**config.mk**
```make
export PLATFORM = sky130hd
export DESIGN_NAME = sensor_link_reply_deframer_core
export DESIGN_NICKNAME = d
export VERILOG_FILES = /design/src/hdl/sldf_pkg.sv /design/src/hdl/sldf_in_stage.sv /design/src/hdl/sldf_framer.sv /design/src/hdl/sldf_out_stage.sv /design/src/hdl/sensor_link_reply_deframer_core.sv
export SDC_FILE = /design/constraint.sdc
export NUM_CORES = 1
export LEC_CHECK = 0
export BUFFER_PORTS_ARGS = -buffer_cell sky130_fd_sc_hd__buf_2
export CAP_MARGIN = 20
export CORE_MARGIN = 5
export CORE_UTILIZATION = 32
export CTS_CLUSTER_DIAMETER = 50
export DETAILED_ROUTE_END_ITERATION = 16
export PLACE_DENSITY = 0.49
export SETUP_SLACK_MARGIN = 0.1
export SKIP_LAST_GASP = 1
export SLEW_MARGIN = 25
export SYNTH_ARGS = -nofsm -noshare
export SYNTH_HDL_FRONTEND = slang
export SYNTH_SLANG_ARGS = --single-unit
```
**constraint.sdc**
```tcl
create_clock -name clock -period 6.05 [get_ports clock]
set_input_delay 1.815 -clock clock [delete_from_list [all_inputs] [get_ports clock]]
set_output_delay 1.815 -clock clock [all_outputs]
set_load 0.005 [all_outputs]
```
**src/hdl/sldf_pkg.sv**
```systemverilog
// Shared types and constants for the sensor link reply deframer.
// No dependencies; imported by every module of the block.
package sldf_pkg;

   // Counted width of the sample channel mask
   localparam int CHANNELS = 8;
   localparam int CNT_W    = $clog2(CHANNELS + 1);

   // Message kinds as carried on the result channel
   typedef enum logic [3:0] {
      K_SHORTPING = 4'd0,
      K_READVALUE = 4'd1,
      K_WRITEACK  = 4'd2,
      K_DATAPAGE  = 4'd3,
      K_ERASE     = 4'd4,
      K_TRIGLOG   = 4'd5,
      K_FAILURE   = 4'd6,
      K_STOP      = 4'd7,
      K_BSACK     = 4'd8,
      K_LONGPING  = 4'd9,
      K_SAMPLE    = 4'd10,
      K_DISCOVERY = 4'd11
   } kind_type;

   typedef enum logic [1:0] {
      ERR_NONE      = 2'd0,
      ERR_UNKNOWN   = 2'd1,
      ERR_STREAMING = 2'd2,
      ERR_TIMEOUT   = 2'd3
   } err_type;

   // Input operation codes
   localparam logic OP_BYTE    = 1'b0;
   localparam logic OP_TIMEOUT = 1'b1;

   // Lead bytes
   localparam logic [7:0] LEAD_SHORTPING = 8'h02;
   localparam logic [7:0] LEAD_READVALUE = 8'h03;
   localparam logic [7:0] LEAD_WRITEACK  = 8'h04;
   localparam logic [7:0] LEAD_DATAPAGE  = 8'h05;
   localparam logic [7:0] LEAD_ERASE     = 8'h06;
   localparam logic [7:0] LEAD_TRIGLOG   = 8'h0C;
   localparam logic [7:0] LEAD_FAILURE   = 8'h21;
   localparam logic [7:0] LEAD_STOP      = 8'h90;
   localparam logic [7:0] LEAD_MULTI     = 8'hAA;
   localparam logic [7:0] LEAD_STREAM    = 8'hFF;

   // Subheader bytes
   localparam logic [7:0] SUB_07         = 8'h07;
   localparam logic [7:0] SUB_01         = 8'h01;
   localparam logic [7:0] SUB_LONGPING   = 8'h02;
   localparam logic [7:0] SUB_SAMPLE     = 8'h04;
   localparam logic [7:0] SUB_STREAM     = 8'h05;
   localparam logic [7:0] SUB_DISCOVERY  = 8'h07;
   localparam int         SUB_DISC_BIT   = 3;

   // Payload lengths
   localparam logic [8:0] LEN_READVALUE  = 9'd4;
   localparam logic [8:0] LEN_DATAPAGE   = 9'd266;
   localparam logic [8:0] LEN_LONGPING   = 9'd9;
   localparam logic [8:0] LEN_SAMPLE_HDR = 9'd9;
   localparam logic [8:0] LEN_SAMPLE_TRL = 9'd4;
   localparam logic [8:0] LEN_DISCOVERY  = 9'd10;
   localparam logic [8:0] MASK_INDEX     = 9'd4;
   localparam logic [15:0] SUM_SEED      = 16'h0007 + 16'h0004;

   // Configuration register indexes
   localparam logic REG_EXPECT_MULTIPLE = 1'b0;

   // One input beat
   typedef struct packed {
      logic       operation;
      logic [7:0] rx_byte;
   } beat_type;

   // One result beat
   typedef struct packed {
      kind_type   msg_kind;
      logic       has_payload;
      logic [7:0] payload_byte;
      logic [8:0] byte_index;
      logic       last;
      logic       sum_ok;
      err_type    error_code;
   } result_type;

endpackage

```
**src/hdl/sldf_in_stage.sv**
```systemverilog
// Input register of the deframer: holds one received beat for the framer.
// Depends on sldf_pkg.
module sldf_in_stage (
   input  logic               clock,
   input  logic               reset,
   input  logic               req_valid,
   output logic               req_ready,
   input  sldf_pkg::beat_type req_beat,
   input  logic               room,
   output logic               beat_valid,
   output sldf_pkg::beat_type beat
);
   import sldf_pkg::*;

   logic     valid_ff, valid_in;
   beat_type beat_ff;

   // Take a new beat when empty or when the held one moves on
   assign req_ready = !valid_ff || room;

   always_comb begin
      valid_in = valid_ff;
      if (req_valid && req_ready) begin
         valid_in = 1'b1;
      end else if (room) begin
         valid_in = 1'b0;
      end
   end

   always_ff @(posedge clock) begin
      if (reset) begin
         valid_ff <= 1'b0;
      end else begin
         valid_ff <= valid_in;
      end
      if (req_valid && req_ready) begin
         beat_ff <= req_beat;
      end
   end

   assign beat_valid = valid_ff;
   assign beat       = beat_ff;

endmodule

```
**src/hdl/sldf_framer.sv**
```systemverilog
// Framing state machine: one beat a cycle while step is high, zero or one result per beat.
// Depends on sldf_pkg.
module sldf_framer (
   input  logic                 clock,
   input  logic                 reset,
   input  logic                 step,
   input  sldf_pkg::beat_type   beat,
   input  logic                 expect_multiple,
   output logic                 res_valid,
   output sldf_pkg::result_type res
);
   import sldf_pkg::*;

   typedef enum logic [1:0] {
      PH_IDLE,
      PH_PAYLOAD,
      PH_SUB1,
      PH_SUB2
   } phase_type;

   phase_type  phase_ff, phase_in;
   kind_type   kind_ff, kind_in;
   logic [8:0] count_ff, count_in;
   logic [8:0] exp_ff, exp_in;
   logic [7:0] sub_ff, sub_in;
   logic [15:0] sum_ff, sum_in;
   logic [7:0] sumhi_ff, sumhi_in;

   logic       timeout;
   logic [7:0] b;
   logic [CNT_W-1:0] ones;
   logic [8:0] exp_eff;
   logic [9:0] idx_p1, idx_p2, idx_p4;
   logic       is_last;

   assign timeout = (beat.operation == OP_TIMEOUT);
   assign b       = beat.rx_byte;

   // Set channels in the sample mask
   always_comb begin
      ones = '0;
      for (int i = 0; i < CHANNELS; i++) begin
         ones = ones + CNT_W'(b[i]);
      end
   end

   // Length as known after this byte: the mask byte fixes a sample's length
   always_comb begin
      exp_eff = exp_ff;
      if (kind_ff == K_SAMPLE && count_ff == MASK_INDEX) begin
         exp_eff = LEN_SAMPLE_HDR + LEN_SAMPLE_TRL + 9'({ones, 1'b0});
      end
   end

   assign idx_p1  = {1'b0, count_ff} + 10'd1;
   assign idx_p2  = {1'b0, count_ff} + 10'd2;
   assign idx_p4  = {1'b0, count_ff} + 10'd4;
   assign is_last = (idx_p1 >= {1'b0, exp_eff});

   // Next state and result
   always_comb begin
      phase_in  = phase_ff;
      kind_in   = kind_ff;
      count_in  = count_ff;
      exp_in    = exp_ff;
      sub_in    = sub_ff;
      sum_in    = sum_ff;
      sumhi_in  = sumhi_ff;
      res_valid = 1'b0;
      res       = '{msg_kind: K_SHORTPING, has_payload: 1'b0, payload_byte: 8'd0,
                    byte_index: 9'd0, last: 1'b1, sum_ok: 1'b0,
                    error_code: ERR_NONE};

      unique case (phase_ff)
         PH_IDLE: begin
            if (!timeout) begin
               res_valid = 1'b1;
               case (b)
                  LEAD_SHORTPING: res.msg_kind = K_SHORTPING;
                  LEAD_READVALUE: begin
                     res_valid = 1'b0;
                     phase_in  = PH_PAYLOAD;
                     kind_in   = K_READVALUE;
                     exp_in    = LEN_READVALUE;
                  end
                  LEAD_WRITEACK:  res.msg_kind = K_WRITEACK;
                  LEAD_DATAPAGE: begin
                     res_valid = 1'b0;
                     phase_in  = PH_PAYLOAD;
                     kind_in   = K_DATAPAGE;
                     exp_in    = LEN_DATAPAGE;
                  end
                  LEAD_ERASE:     res.msg_kind = K_ERASE;
                  LEAD_TRIGLOG:   res.msg_kind = K_TRIGLOG;
                  LEAD_FAILURE:   res.msg_kind = K_FAILURE;
                  LEAD_STOP:      res.msg_kind = K_STOP;
                  LEAD_MULTI: begin
                     if (expect_multiple) begin
                        res_valid = 1'b0;
                        phase_in  = PH_SUB1;
                     end else begin
                        res.msg_kind = K_BSACK;
                     end
                  end
                  LEAD_STREAM:    res.error_code = ERR_STREAMING;
                  default:        res.error_code = ERR_UNKNOWN;
               endcase
            end
         end

         PH_SUB1: begin
            if (timeout) begin
               res_valid    = 1'b1;
               res.msg_kind = K_BSACK;
               phase_in     = PH_IDLE;
            end else begin
               sub_in   = b;
               phase_in = PH_SUB2;
            end
         end

         PH_SUB2: begin
            phase_in = PH_IDLE;
            if (timeout) begin
               res_valid    = 1'b1;
               res.msg_kind = K_BSACK;
            end else if (sub_ff == SUB_07 && b == SUB_LONGPING) begin
               phase_in = PH_PAYLOAD;
               kind_in  = K_LONGPING;
               exp_in   = LEN_LONGPING;
            end else if (sub_ff == SUB_07 && b == SUB_SAMPLE) begin
               phase_in = PH_PAYLOAD;
               kind_in  = K_SAMPLE;
               exp_in   = LEN_SAMPLE_HDR;
            end else if (sub_ff == SUB_01 && b == SUB_STREAM) begin
               res_valid      = 1'b1;
               res.error_code = ERR_STREAMING;
            end else if (sub_ff[SUB_DISC_BIT] && b == SUB_DISCOVERY) begin
               phase_in = PH_PAYLOAD;
               kind_in  = K_DISCOVERY;
               exp_in   = LEN_DISCOVERY;
            end else begin
               res_valid    = 1'b1;
               res.msg_kind = K_BSACK;
            end
         end

         PH_PAYLOAD: begin
            res_valid    = 1'b1;
            res.msg_kind = kind_ff;
            if (timeout) begin
               res.error_code = ERR_TIMEOUT;
               phase_in       = PH_IDLE;
            end else begin
               // Sample packets track length and checksum as bytes pass
               if (kind_ff == K_SAMPLE) begin
                  exp_in = exp_eff;
                  if (idx_p4 < {1'b0, exp_eff}) begin
                     sum_in = sum_ff + {8'd0, b};
                  end
                  if (idx_p2 == {1'b0, exp_eff}) begin
                     sumhi_in = b;
                  end
               end
               res.has_payload  = 1'b1;
               res.payload_byte = b;
               res.byte_index   = count_ff;
               res.last         = is_last;
               res.sum_ok       = is_last && (kind_ff == K_SAMPLE) &&
                                  ({sumhi_in, b} == sum_in);
               count_in         = idx_p1[8:0];
               if (is_last) begin
                  phase_in = PH_IDLE;
               end
            end
         end
         default: phase_in = PH_IDLE;
      endcase

      // Entering a payload resets the per-message counters
      if (phase_ff != PH_PAYLOAD && phase_in == PH_PAYLOAD) begin
         count_in = 9'd0;
         sum_in   = SUM_SEED;
         sumhi_in = 8'd0;
      end
   end

   always_ff @(posedge clock) begin
      if (reset) begin
         phase_ff <= PH_IDLE;
         kind_ff  <= K_SHORTPING;
         count_ff <= 9'd0;
         exp_ff   <= 9'd0;
         sub_ff   <= 8'd0;
         sum_ff   <= 16'd0;
         sumhi_ff <= 8'd0;
      end else if (step) begin
         phase_ff <= phase_in;
         kind_ff  <= kind_in;
         count_ff <= count_in;
         exp_ff   <= exp_in;
         sub_ff   <= sub_in;
         sum_ff   <= sum_in;
         sumhi_ff <= sumhi_in;
      end
   end

   // A message's final result always leaves the framer idle
   a_last_to_idle: assert property (@(posedge clock) disable iff (reset)
      step && res_valid && res.last |=> phase_ff == PH_IDLE)
      else $error("framer not idle after final result");

   // Markers are always final and errors only come on markers
   a_marker_last: assert property (@(posedge clock) disable iff (reset)
      res_valid && (!res.has_payload || res.error_code != ERR_NONE) |->
      res.last && !res.has_payload)
      else $error("marker result malformed");

   // Checksum verdict only on the final byte of a sample packet
   a_sum_ok: assert property (@(posedge clock) disable iff (reset)
      res_valid && res.sum_ok |-> res.last && res.msg_kind == K_SAMPLE &&
      res.has_payload)
      else $error("sum_ok outside sample packet end");

   // Payload indices stay below the message length
   a_index: assert property (@(posedge clock) disable iff (reset)
      step && phase_ff == PH_PAYLOAD && !timeout |-> count_ff < exp_eff)
      else $error("payload index beyond length");

endmodule

```
**src/hdl/sldf_out_stage.sv**
```systemverilog
// Result register: holds one result beat until the receiver takes it.
// Depends on sldf_pkg.
module sldf_out_stage (
   input  logic                 clock,
   input  logic                 reset,
   input  logic                 load,
   input  logic                 res_valid,
   input  sldf_pkg::result_type res,
   output logic                 room,
   output logic                 rsp_valid,
   input  logic                 rsp_ready,
   output sldf_pkg::result_type rsp
);
   import sldf_pkg::*;

   logic       valid_ff;
   result_type res_ff;

   // Free when empty or when the held beat is being taken
   assign room = !valid_ff || rsp_ready;

   always_ff @(posedge clock) begin
      if (reset) begin
         valid_ff <= 1'b0;
      end else if (room) begin
         valid_ff <= load && res_valid;
      end
      if (room && load && res_valid) begin
         res_ff <= res;
      end
   end

   assign rsp_valid = valid_ff;
   assign rsp       = res_ff;

endmodule

```
**src/hdl/sensor_link_reply_deframer_core.sv**
```systemverilog
// Sensor link reply deframer, top level.
// Depends on sldf_pkg, sldf_in_stage, sldf_framer and sldf_out_stage.
//
// Use:
//   req_* carries one received byte or one receive-timeout event per beat
//   (req_operation 0 byte, 1 timeout). rsp_* carries framed results: one
//   per payload byte, or one marker for a message without payload.
//   Each request beat gives zero or one result beat.
//   Both channels use valid/ready; a beat moves when both are high.
//   An APB-style register port holds expect_multiple (address 0, bit 0).
// Timing:
//   A request beat is held in the input register, framed combinationally from
//   there, and its result is loaded into the output register when the framer
//   steps; rsp_valid rises once the result is in the output register.
//   One beat per cycle is sustained while rsp_ready stays high; the framer
//   state update is combinational logic between the two registers.
// Reset clears the framer to idle, empties both registers and sets
//   expect_multiple to 1.
// When rsp_ready is low the output register holds its beat; the input
//   register still fills, and req_ready drops only once both are occupied.
module sensor_link_reply_deframer_core (
   input  logic        clock,
   input  logic        reset,
   // request channel
   input  logic        req_valid,
   output logic        req_ready,
   input  logic        req_operation,
   input  logic [7:0]  req_rx_byte,
   // result channel
   output logic        rsp_valid,
   input  logic        rsp_ready,
   output logic [3:0]  rsp_msg_kind,
   output logic        rsp_has_payload,
   output logic [7:0]  rsp_payload_byte,
   output logic [8:0]  rsp_byte_index,
   output logic        rsp_last,
   output logic        rsp_sum_ok,
   output logic [1:0]  rsp_error_code,
   // register port
   input  logic        psel,
   input  logic        penable,
   input  logic        pwrite,
   input  logic [2:0]  paddr,
   input  logic [31:0] pwdata,
   output logic [31:0] prdata,
   output logic        pready
);
   import sldf_pkg::*;

   beat_type   req_beat, beat;
   result_type res, rsp;
   logic       beat_valid, room, step, res_valid;
   logic       expect_multiple_ff;

   // Register port: one register, written in the access phase
   assign pready = 1'b1;

   always_ff @(posedge clock) begin
      if (reset) begin
         expect_multiple_ff <= 1'b1;
      end else if (psel && penable && pwrite && paddr[2] == REG_EXPECT_MULTIPLE) begin
         expect_multiple_ff <= pwdata[0];
      end
   end

   assign prdata = (paddr[2] == REG_EXPECT_MULTIPLE) ? {31'd0, expect_multiple_ff} : 32'd0;

   assign req_beat = '{operation: req_operation, rx_byte: req_rx_byte};

   sldf_in_stage u_in (
      .clock      (clock),
      .reset      (reset),
      .req_valid  (req_valid),
      .req_ready  (req_ready),
      .req_beat   (req_beat),
      .room       (room),
      .beat_valid (beat_valid),
      .beat       (beat)
   );

   // Framer advances whenever a held beat can move on
   assign step = beat_valid && room;

   sldf_framer u_framer (
      .clock           (clock),
      .reset           (reset),
      .step            (step),
      .beat            (beat),
      .expect_multiple (expect_multiple_ff),
      .res_valid       (res_valid),
      .res             (res)
   );

   sldf_out_stage u_out (
      .clock     (clock),
      .reset     (reset),
      .load      (step),
      .res_valid (res_valid),
      .res       (res),
      .room      (room),
      .rsp_valid (rsp_valid),
      .rsp_ready (rsp_ready),
      .rsp       (rsp)
   );

   assign rsp_msg_kind     = rsp.msg_kind;
   assign rsp_has_payload  = rsp.has_payload;
   assign rsp_payload_byte = rsp.payload_byte;
   assign rsp_byte_index   = rsp.byte_index;
   assign rsp_last         = rsp.last;
   assign rsp_sum_ok       = rsp.sum_ok;
   assign rsp_error_code   = rsp.error_code;

endmodule
```
==> results of run 1 <==
-- cell usage in the layout (no fill, tap or decap), drive strengths merged, types with 6 or more instances in the layout --
cell type / count
nand2: 41
nor2: 107
o211ai: 7
a21o: 12
nor2b: 10
o21ai: 35
dfxtp: 58
mux2i: 12
and3: 15
nand2b: 10
inv: 43
ha: 40
conb: 32
buf: 103
nor3: 22
or3: 8
a21oi: 55
a22oi: 19
clkbuf: 9
nor4: 14
xnor2: 24
xor2: 18
a31oi: 6
a211oi: 14
and2: 9
nand4: 11
nand3: 25
edfxtp: 35
-- worst max-delay path by stage --
stage / cells after the start / startpoint / slack, ns / endpoint
3_5_place_dp: 22 / u_in.beat[0]$_DFFE_PP_ / -0.20 / u_out.rsp[2]$_SDFFCE_PP0P_
3_3_place_gp: 22 / u_in.beat[0]$_DFFE_PP_ / -0.15 / u_out.rsp[2]$_SDFFCE_PP0P_
5_1_grt: 26 / u_in.beat[0]$_DFFE_PP_ / -0.12 / u_out.rsp[2]$_SDFFCE_PP0P_
4_1_cts: 24 / u_in.beat[0]$_DFFE_PP_ / 0.1 / u_out.rsp[2]$_SDFFCE_PP0P_
6_report: 24 / u_in.beat[0]$_DFFE_PP_ / 0.13 / u_out.rsp[2]$_SDFFCE_PP0P_
2_1_floorplan: 21 / u_in.beat[1]$_DFFE_PP_ / 0.10 / u_out.rsp[2]$_SDFFCE_PP0P_
-- worst register-to-register path: stages, from the launching register on --
cell,delay [ns]
edfxtp_1,0.40
inv_2,0.08
ha_1,0.22
inv_1,0.07
fa_1,0.42
fa_1,0.49
fa_2,0.37
fa_1,0.51
buf_4,0.15
xor2_1,0.17
xnor2_1,0.13
mux2i_1,0.08
buf_4,0.15
ha_1,0.30
o211ai_1,0.12
and3_4,0.20
buf_4,0.12
o31a_1,0.31
o21ai_2,0.19
buf_6,0.14
nor4_1,0.04
or3_1,0.30
or4_4,0.44
nor4_4,0.24
buf_4,0.14
-- registers in the layout, indices dropped and copies added, names as in the netlist --
register	cells
expect_multiple_ff	1
u_framer.count_ff	9
u_framer.exp_ff	9
u_framer.kind_ff	3
u_framer.phase_ff	2
u_framer.sub_ff	8
u_framer.sum_ff	16
u_framer.sumhi_ff	8
u_in.beat	9
u_in.beat_valid	1
u_out.rsp	26
u_out.rsp_valid	1
-- cell type report --
cell class                 count  area share [%]
timing repair buffer         103           8.378
clock buffer                   9           2.851
tap                          275           4.355
clock inverter                 7           1.140
multi-input combinational    628           53.18
inverter                      44           2.091
sequential                    93           28.00
-- logic make-up after synthesis --
logic type | synth area share (%)
XOR/XNOR | 5.772
AND/OR/NAND/NOR | 22.37
flip-flops | 32.71
other | 0.1110
AO/OA/AOI/OAI | 19.09
adder cells (fa/ha/maj) | 8.881
buffers and inverters | 8.788
multiplexers | 2.276
-- stage by stage --
step / setup TNS [ns] / cell area [um2]
finish: 0 / 7900
global route: -0.1200 / 7900
CTS: 0 / 7839
detailed placement: -0.2040 / 7403
global placement: -0.1522 / 7403
floorplan: 0 / 6894
-- power by group --
group	switching [W]	internal (W)	total (W)
sequential	0.00000482	0.000656	0.000660
clock	0.000266	0.000360	0.000626
combinational	0.0000975	0.0000650	0.000163
total	0.000368	0.00108	0.00145
-- timing repair --
item	in CTS	in global routing
gates resized for setup	12	12
endpoints found under the hold margin	0	0
endpoints found under the setup margin	1	17
pin swaps	12	7
buffers inserted	7	2
-- per-layer routing --
layer  wire length [um]  track usage (%)
met5                  0                0
met4                320            5.127
met3                798            2.086
met2               9741            27.96
met1               9870            23.57
==> impl_metrics.toml, run 1 <==
[status]
outcome = "finished clean"

[final_layout]
regArea_um2 = 2212
nNetsFinal = 975
fin_cells = 1159
drive_above_1_share_pct = 17.42
fin_util_pct = 37.82
diodes = 0
multi_input_area_um2 = 4202
area_delta_synth_final_pct = 16.82
n_fill_cell = 2188

[worst_hold_path]
whs_endpoint = "u_framer.exp_ff[5]$_SDFFE_PP0P_"
hold-path-cell-count = 2
holdCritStartpoint = "u_framer.exp_ff[5]$_SDFFE_PP0P_"
hold_path.class = "reg -> reg"

[logic_synthesis]
synth_cell_types = 74
synth_area_per_cell_um2 = 8.349
synth_ff_type = "dfxtp_1"
synth_common_cells = "nor2_1, dfxtp_1, a21oi_1"
synth.top_cell.area_share_pct = 17.17
synth.most_common_cell = "nor2_1"
netlist_instances = 810
synth_seq_area_share_pct = 32.71
yosys_warnings = 0
synthArstFlopShare_pct = 0
synth_top_area_cell = "dfxtp_1"
synth.area.top_cells = "dfxtp_1, edfxtp_1, ha_1"
syn_area_um2 = 6763
synth_edf_count = 35
ys_ff_latch = 93

[critical_path]
reg2reg_depth = 24
worstPathArrival_ns = 6.15
r2r_start = "u_in.beat[0]$_DFFE_PP_"
path_class = "reg -> reg"
critPathCaptureType = "flop"
worstReg2RegEnd = "u_out.rsp[2]$_SDFFCE_PP0P_"
crit_path_frequent_cell = "buf_4"
slowest_delay_ns = 0.51
critPathLaunchType = "flop"
cpMaxStageDelayCell = "fa_1"
rrSetupSlack_ns = 0.13
required_ns = 6.28
critical_path_buf_inv_count = 7
cp_cell_sequence = "inv_2, ha_1, inv_1, fa_1, fa_1, fa_2, fa_1, buf_4, xor2_1, xnor2_1, mux2i_1, buf_4, ha_1, o211ai_1, and3_4, buf_4, o31a_1, o21ai_2, buf_6, nor4_1, or3_1, or4_4, nor4_4, buf_4"
crit_family = "adder cells"
cp_max_fo = 5

[global_routing]
grt_pass1_wl_mm = 32.50
grt_use_total_pct = 17.07
grt_start_max_net_pins = 58
grt_pass1_vias = 5842
antenna_found_initial = 0
grt_overflow = 0

[detailed_routing]
final_antenna_net_count = 0
viasPerCell = 5.215
wirelength_mm = 20.73
via_count = 6044
wl_per_cell_um = 17.89
drtIter0Drc = 490
drtPass1Iterations = 5
drc = 0

[clocking]
cts_tree = "built"
clockBufferDepth = 2
clk_latency_ns = 0.36
htreeDepth = 3
cts_sinks = 93
ctsHoldBuffers = 0
clkTransAtPathRegs_ns = 0.07
cts_buffers = 9
clock-root-buffer = "clkbuf_16"

[flow_run]
drv_cap = 0

[sta]
final_max_slew_viol_count = 0
setup_viol = 0
whs_ns = 0.4698
worstMarginPinSlew_ns = 0.7567
slew_headroom_pct = 49.09
fin_skew_ns = 0.007822
hold_viol_final = 0
fmax_mhz = 169.0
timing.final.crit_share_pct = 97.83
worst_slack_ns = 0.1316
post-route-min-period_ns = 5.918
rsz0062_at_grt = "yes"

[place]
place_inst = 1134
port_buffers = 46
pre_cts_ws_ns = -0.2040
gp_congestion = 0.8886
dp_hpwl_mm = 15.13

[floorplan]
start_util_pct = 32.37
die_w_um = 155.4
dieArea_um2 = 24140
core_um2 = 20890
pin_count = 112
die_h_um = 155.4
rows = 53

[power]
powerDensity_nw_per_um2 = 183.4
finalPower_w = 0.001449
peakVddDrop_mv = 0.1251
power.leakage_nw = 3.229
(Power assumes the default switching activity.)
==> run 2: changes to the inputs <==
- CTS_BUF_LIST: not set -> sky130_fd_sc_hd__clkbuf_4 sky130_fd_sc_hd__clkbuf_8
- SKIP_LAST_GASP: 1 -> not set
==> impl_metrics.toml, run 2 (synthesis results as in run 1) <==
[critical_path]
rrSetupSlack_ns = 0.1
worstPathArrival_ns = 6.22
critPathLaunch = "u_in.beat[1]$_DFFE_PP_"
path_class = "reg -> reg"
cp-endpoint = "u_out.rsp[2]$_SDFFCE_PP0P_"
reg2reg_depth = 24
required_ns = 6.32
critPathLaunchType = "flop"
worstReg2RegEnd = "u_out.rsp[2]$_SDFFCE_PP0P_"
r2r_start = "u_in.beat[1]$_DFFE_PP_"
critPathCaptureType = "flop"
cp_max_fo = 4

[clocking]
cts_buffers = 9
clkTransAtPathRegs_ns = 0.10
cts_tree = "built"
clockBufferDepth = 2
clock-root-buffer = "clkbuf_8"
ctsHoldBuffers = 0
cts_sinks = 93
htreeDepth = 3
clk_latency_ns = 0.39

[sta]
rsz0062_at_grt = "yes"
setup_viol = 0
fin_skew_ns = 0.009710
hold_viol_final = 0
fin_setup_tns_ns = 0
worstMarginPinSlew_ns = 0.7596
slew_headroom_pct = 48.89
final_max_slew_viol_count = 0
post-route-min-period_ns = 5.953
timing.final.crit_share_pct = 98.39
fmax_mhz = 168.0

[status]
outcome = "finished clean"

[global_routing]
grt_overflow = 0
grt_pass1_vias = 5848
grt_use_total_pct = 16.99
antenna_found_initial = 0
grt_pass1_wl_mm = 32.36
grt_start_max_net_pins = 58

[final_layout]
final_cell_mix = "nor2_1, dfxtp_1, buf_4"
drive_above_1_share_pct = 19.26
nNetsFinal = 979
largest_register_ffs = 26
area_delta_synth_final_pct = 17.34
layout_commonest_cell = "nor2_1"
regArea_um2 = 2212
multi_input_area_um2 = 4293
n_fill_cell = 2188
diodes = 0
fin_cells = 1163

[floorplan]
dieArea_um2 = 24140
rows = 53
pin_count = 112
die_h_um = 155.4
start_util_pct = 32.37
die_w_um = 155.4
core_um2 = 20890

[power]
comb_power_share_pct = 13.9
peakVddDrop_mv = 0.1097
switching_share_pct = 26.97
power.leakage_nw = 3.222
clkPwrFrac_pct = 36.2
intPower_w = 0.0009654
netSwitchingPower_w = 0.0003565
seq_power_share_pct = 49.9
powerDensity_nw_per_um2 = 166.6

[detailed_routing]
viasPerCell = 5.239
drc = 0
drtIter0Drc = 453
wirelength_mm = 20.80
final_antenna_net_count = 0
wl_per_cell_um = 17.89
drtPass1Iterations = 5
via_count = 6093

[place]
place_inst = 1134
dp_hpwl_mm = 15.13
port_buffers = 46
gp_congestion = 0.8886

[flow_run]
drv_cap = 0

[worst_hold_path]
hold-path-cell-count = 2
hold_path.class = "reg -> reg"
[run 2: cell count changes in the layout (fill, tap and decap cells not counted), sizes merged]
cell,before,now
buf,103,107
[run 2: through the flow]
step | setup slack (ns) | instance area [um2] | power, W | utilization [%] | hold slack, ns
after floorplan | 0.1005 | 6894 | 0.0007890 | - | 0.4463
after global placement | -0.1522 | 7403 | 0.0008314 | 35.44 | 0.4558
after detailed placement | -0.2040 | 7403 | 0.0008334 | 35.44 | 0.4617
after CTS | 0.03195 | 7655 | 0.001312 | 36.65 | 0.4778
after global routing | -0.1728 | 7935 | 0.001377 | 37.99 | 0.4904
final | 0.09728 | 7935 | 0.001322 | 37.99 | 0.4738
[run 2: cell type report]
class | count | area share, %
Tap cell | 275 | 4.336
Inverter | 44 | 2.081
Clock inverter | 7 | 1.135
Clock buffer | 9 | 1.561
Multi-Input combinational cell | 628 | 54.10
Timing Repair Buffer | 107 | 8.909
Sequential cell | 93 | 27.88
[run 2: power groups by stage]
stage | sequential, W | combinational (W) | clock (W)
after floorplan | 0.000674 | 0.000115 | 0
after global placement | 0.000674 | 0.000157 | 0
after detailed placement | 0.000674 | 0.000159 | 0
after CTS | 0.000660 | 0.000160 | 0.000492
after global routing | 0.000661 | 0.000201 | 0.000515
final | 0.000660 | 0.000183 | 0.000478
[run 2: what timing repair did]
item,CTS,global route
buffers inserted,1,13
endpoints found under the setup margin,1,16
gates resized for setup,5,45
pin swaps,2,31
[run 2: critical path, stage by stage (launching register included)]
cell and delay, ns:
edfxtp_1 0.37, inv_2 0.06, ha_4 0.26, inv_2 0.03
fa_1 0.55, fa_1 0.47, fa_2 0.40, fa_1 0.52
buf_6 0.15, xor2_2 0.16, xnor2_1 0.16, mux2i_1 0.08
buf_4 0.16, ha_4 0.26, o211ai_1 0.11, and3_4 0.20
o31ai_4 0.30, a21oi_4 0.12, nand2_1 0.10, buf_4 0.12
nor3_1 0.04, or3_1 0.34, or4_4 0.54, nor4_4 0.16
buf_4 0.14
[run 2: per-layer routing]
metal  up-vias  track usage [%]  wire length (um)
li1       2996                -                 -
met1      2929            23.57              9925
met3        23            2.086               794
met4         0            4.960               332
met5         -                0                 0
met2       145            27.77              9749
[run 2: how the worst min path moves through the flow]
stage | start | endpoint | slack (ns)
floorplan | u_framer.exp_ff[5]$_SDFFE_PP0P_ | u_framer.exp_ff[5]$_SDFFE_PP0P_ | 0.45
global placement | u_framer.exp_ff[5]$_SDFFE_PP0P_ | u_framer.exp_ff[5]$_SDFFE_PP0P_ | 0.46
detailed placement | u_framer.exp_ff[5]$_SDFFE_PP0P_ | u_framer.exp_ff[5]$_SDFFE_PP0P_ | 0.46
CTS | u_framer.exp_ff[5]$_SDFFE_PP0P_ | u_framer.exp_ff[5]$_SDFFE_PP0P_ | 0.48
global route | u_framer.exp_ff[5]$_SDFFE_PP0P_ | u_framer.exp_ff[5]$_SDFFE_PP0P_ | 0.49
finish | u_framer.exp_ff[5]$_SDFFE_PP0P_ | u_framer.exp_ff[5]$_SDFFE_PP0P_ | 0.47
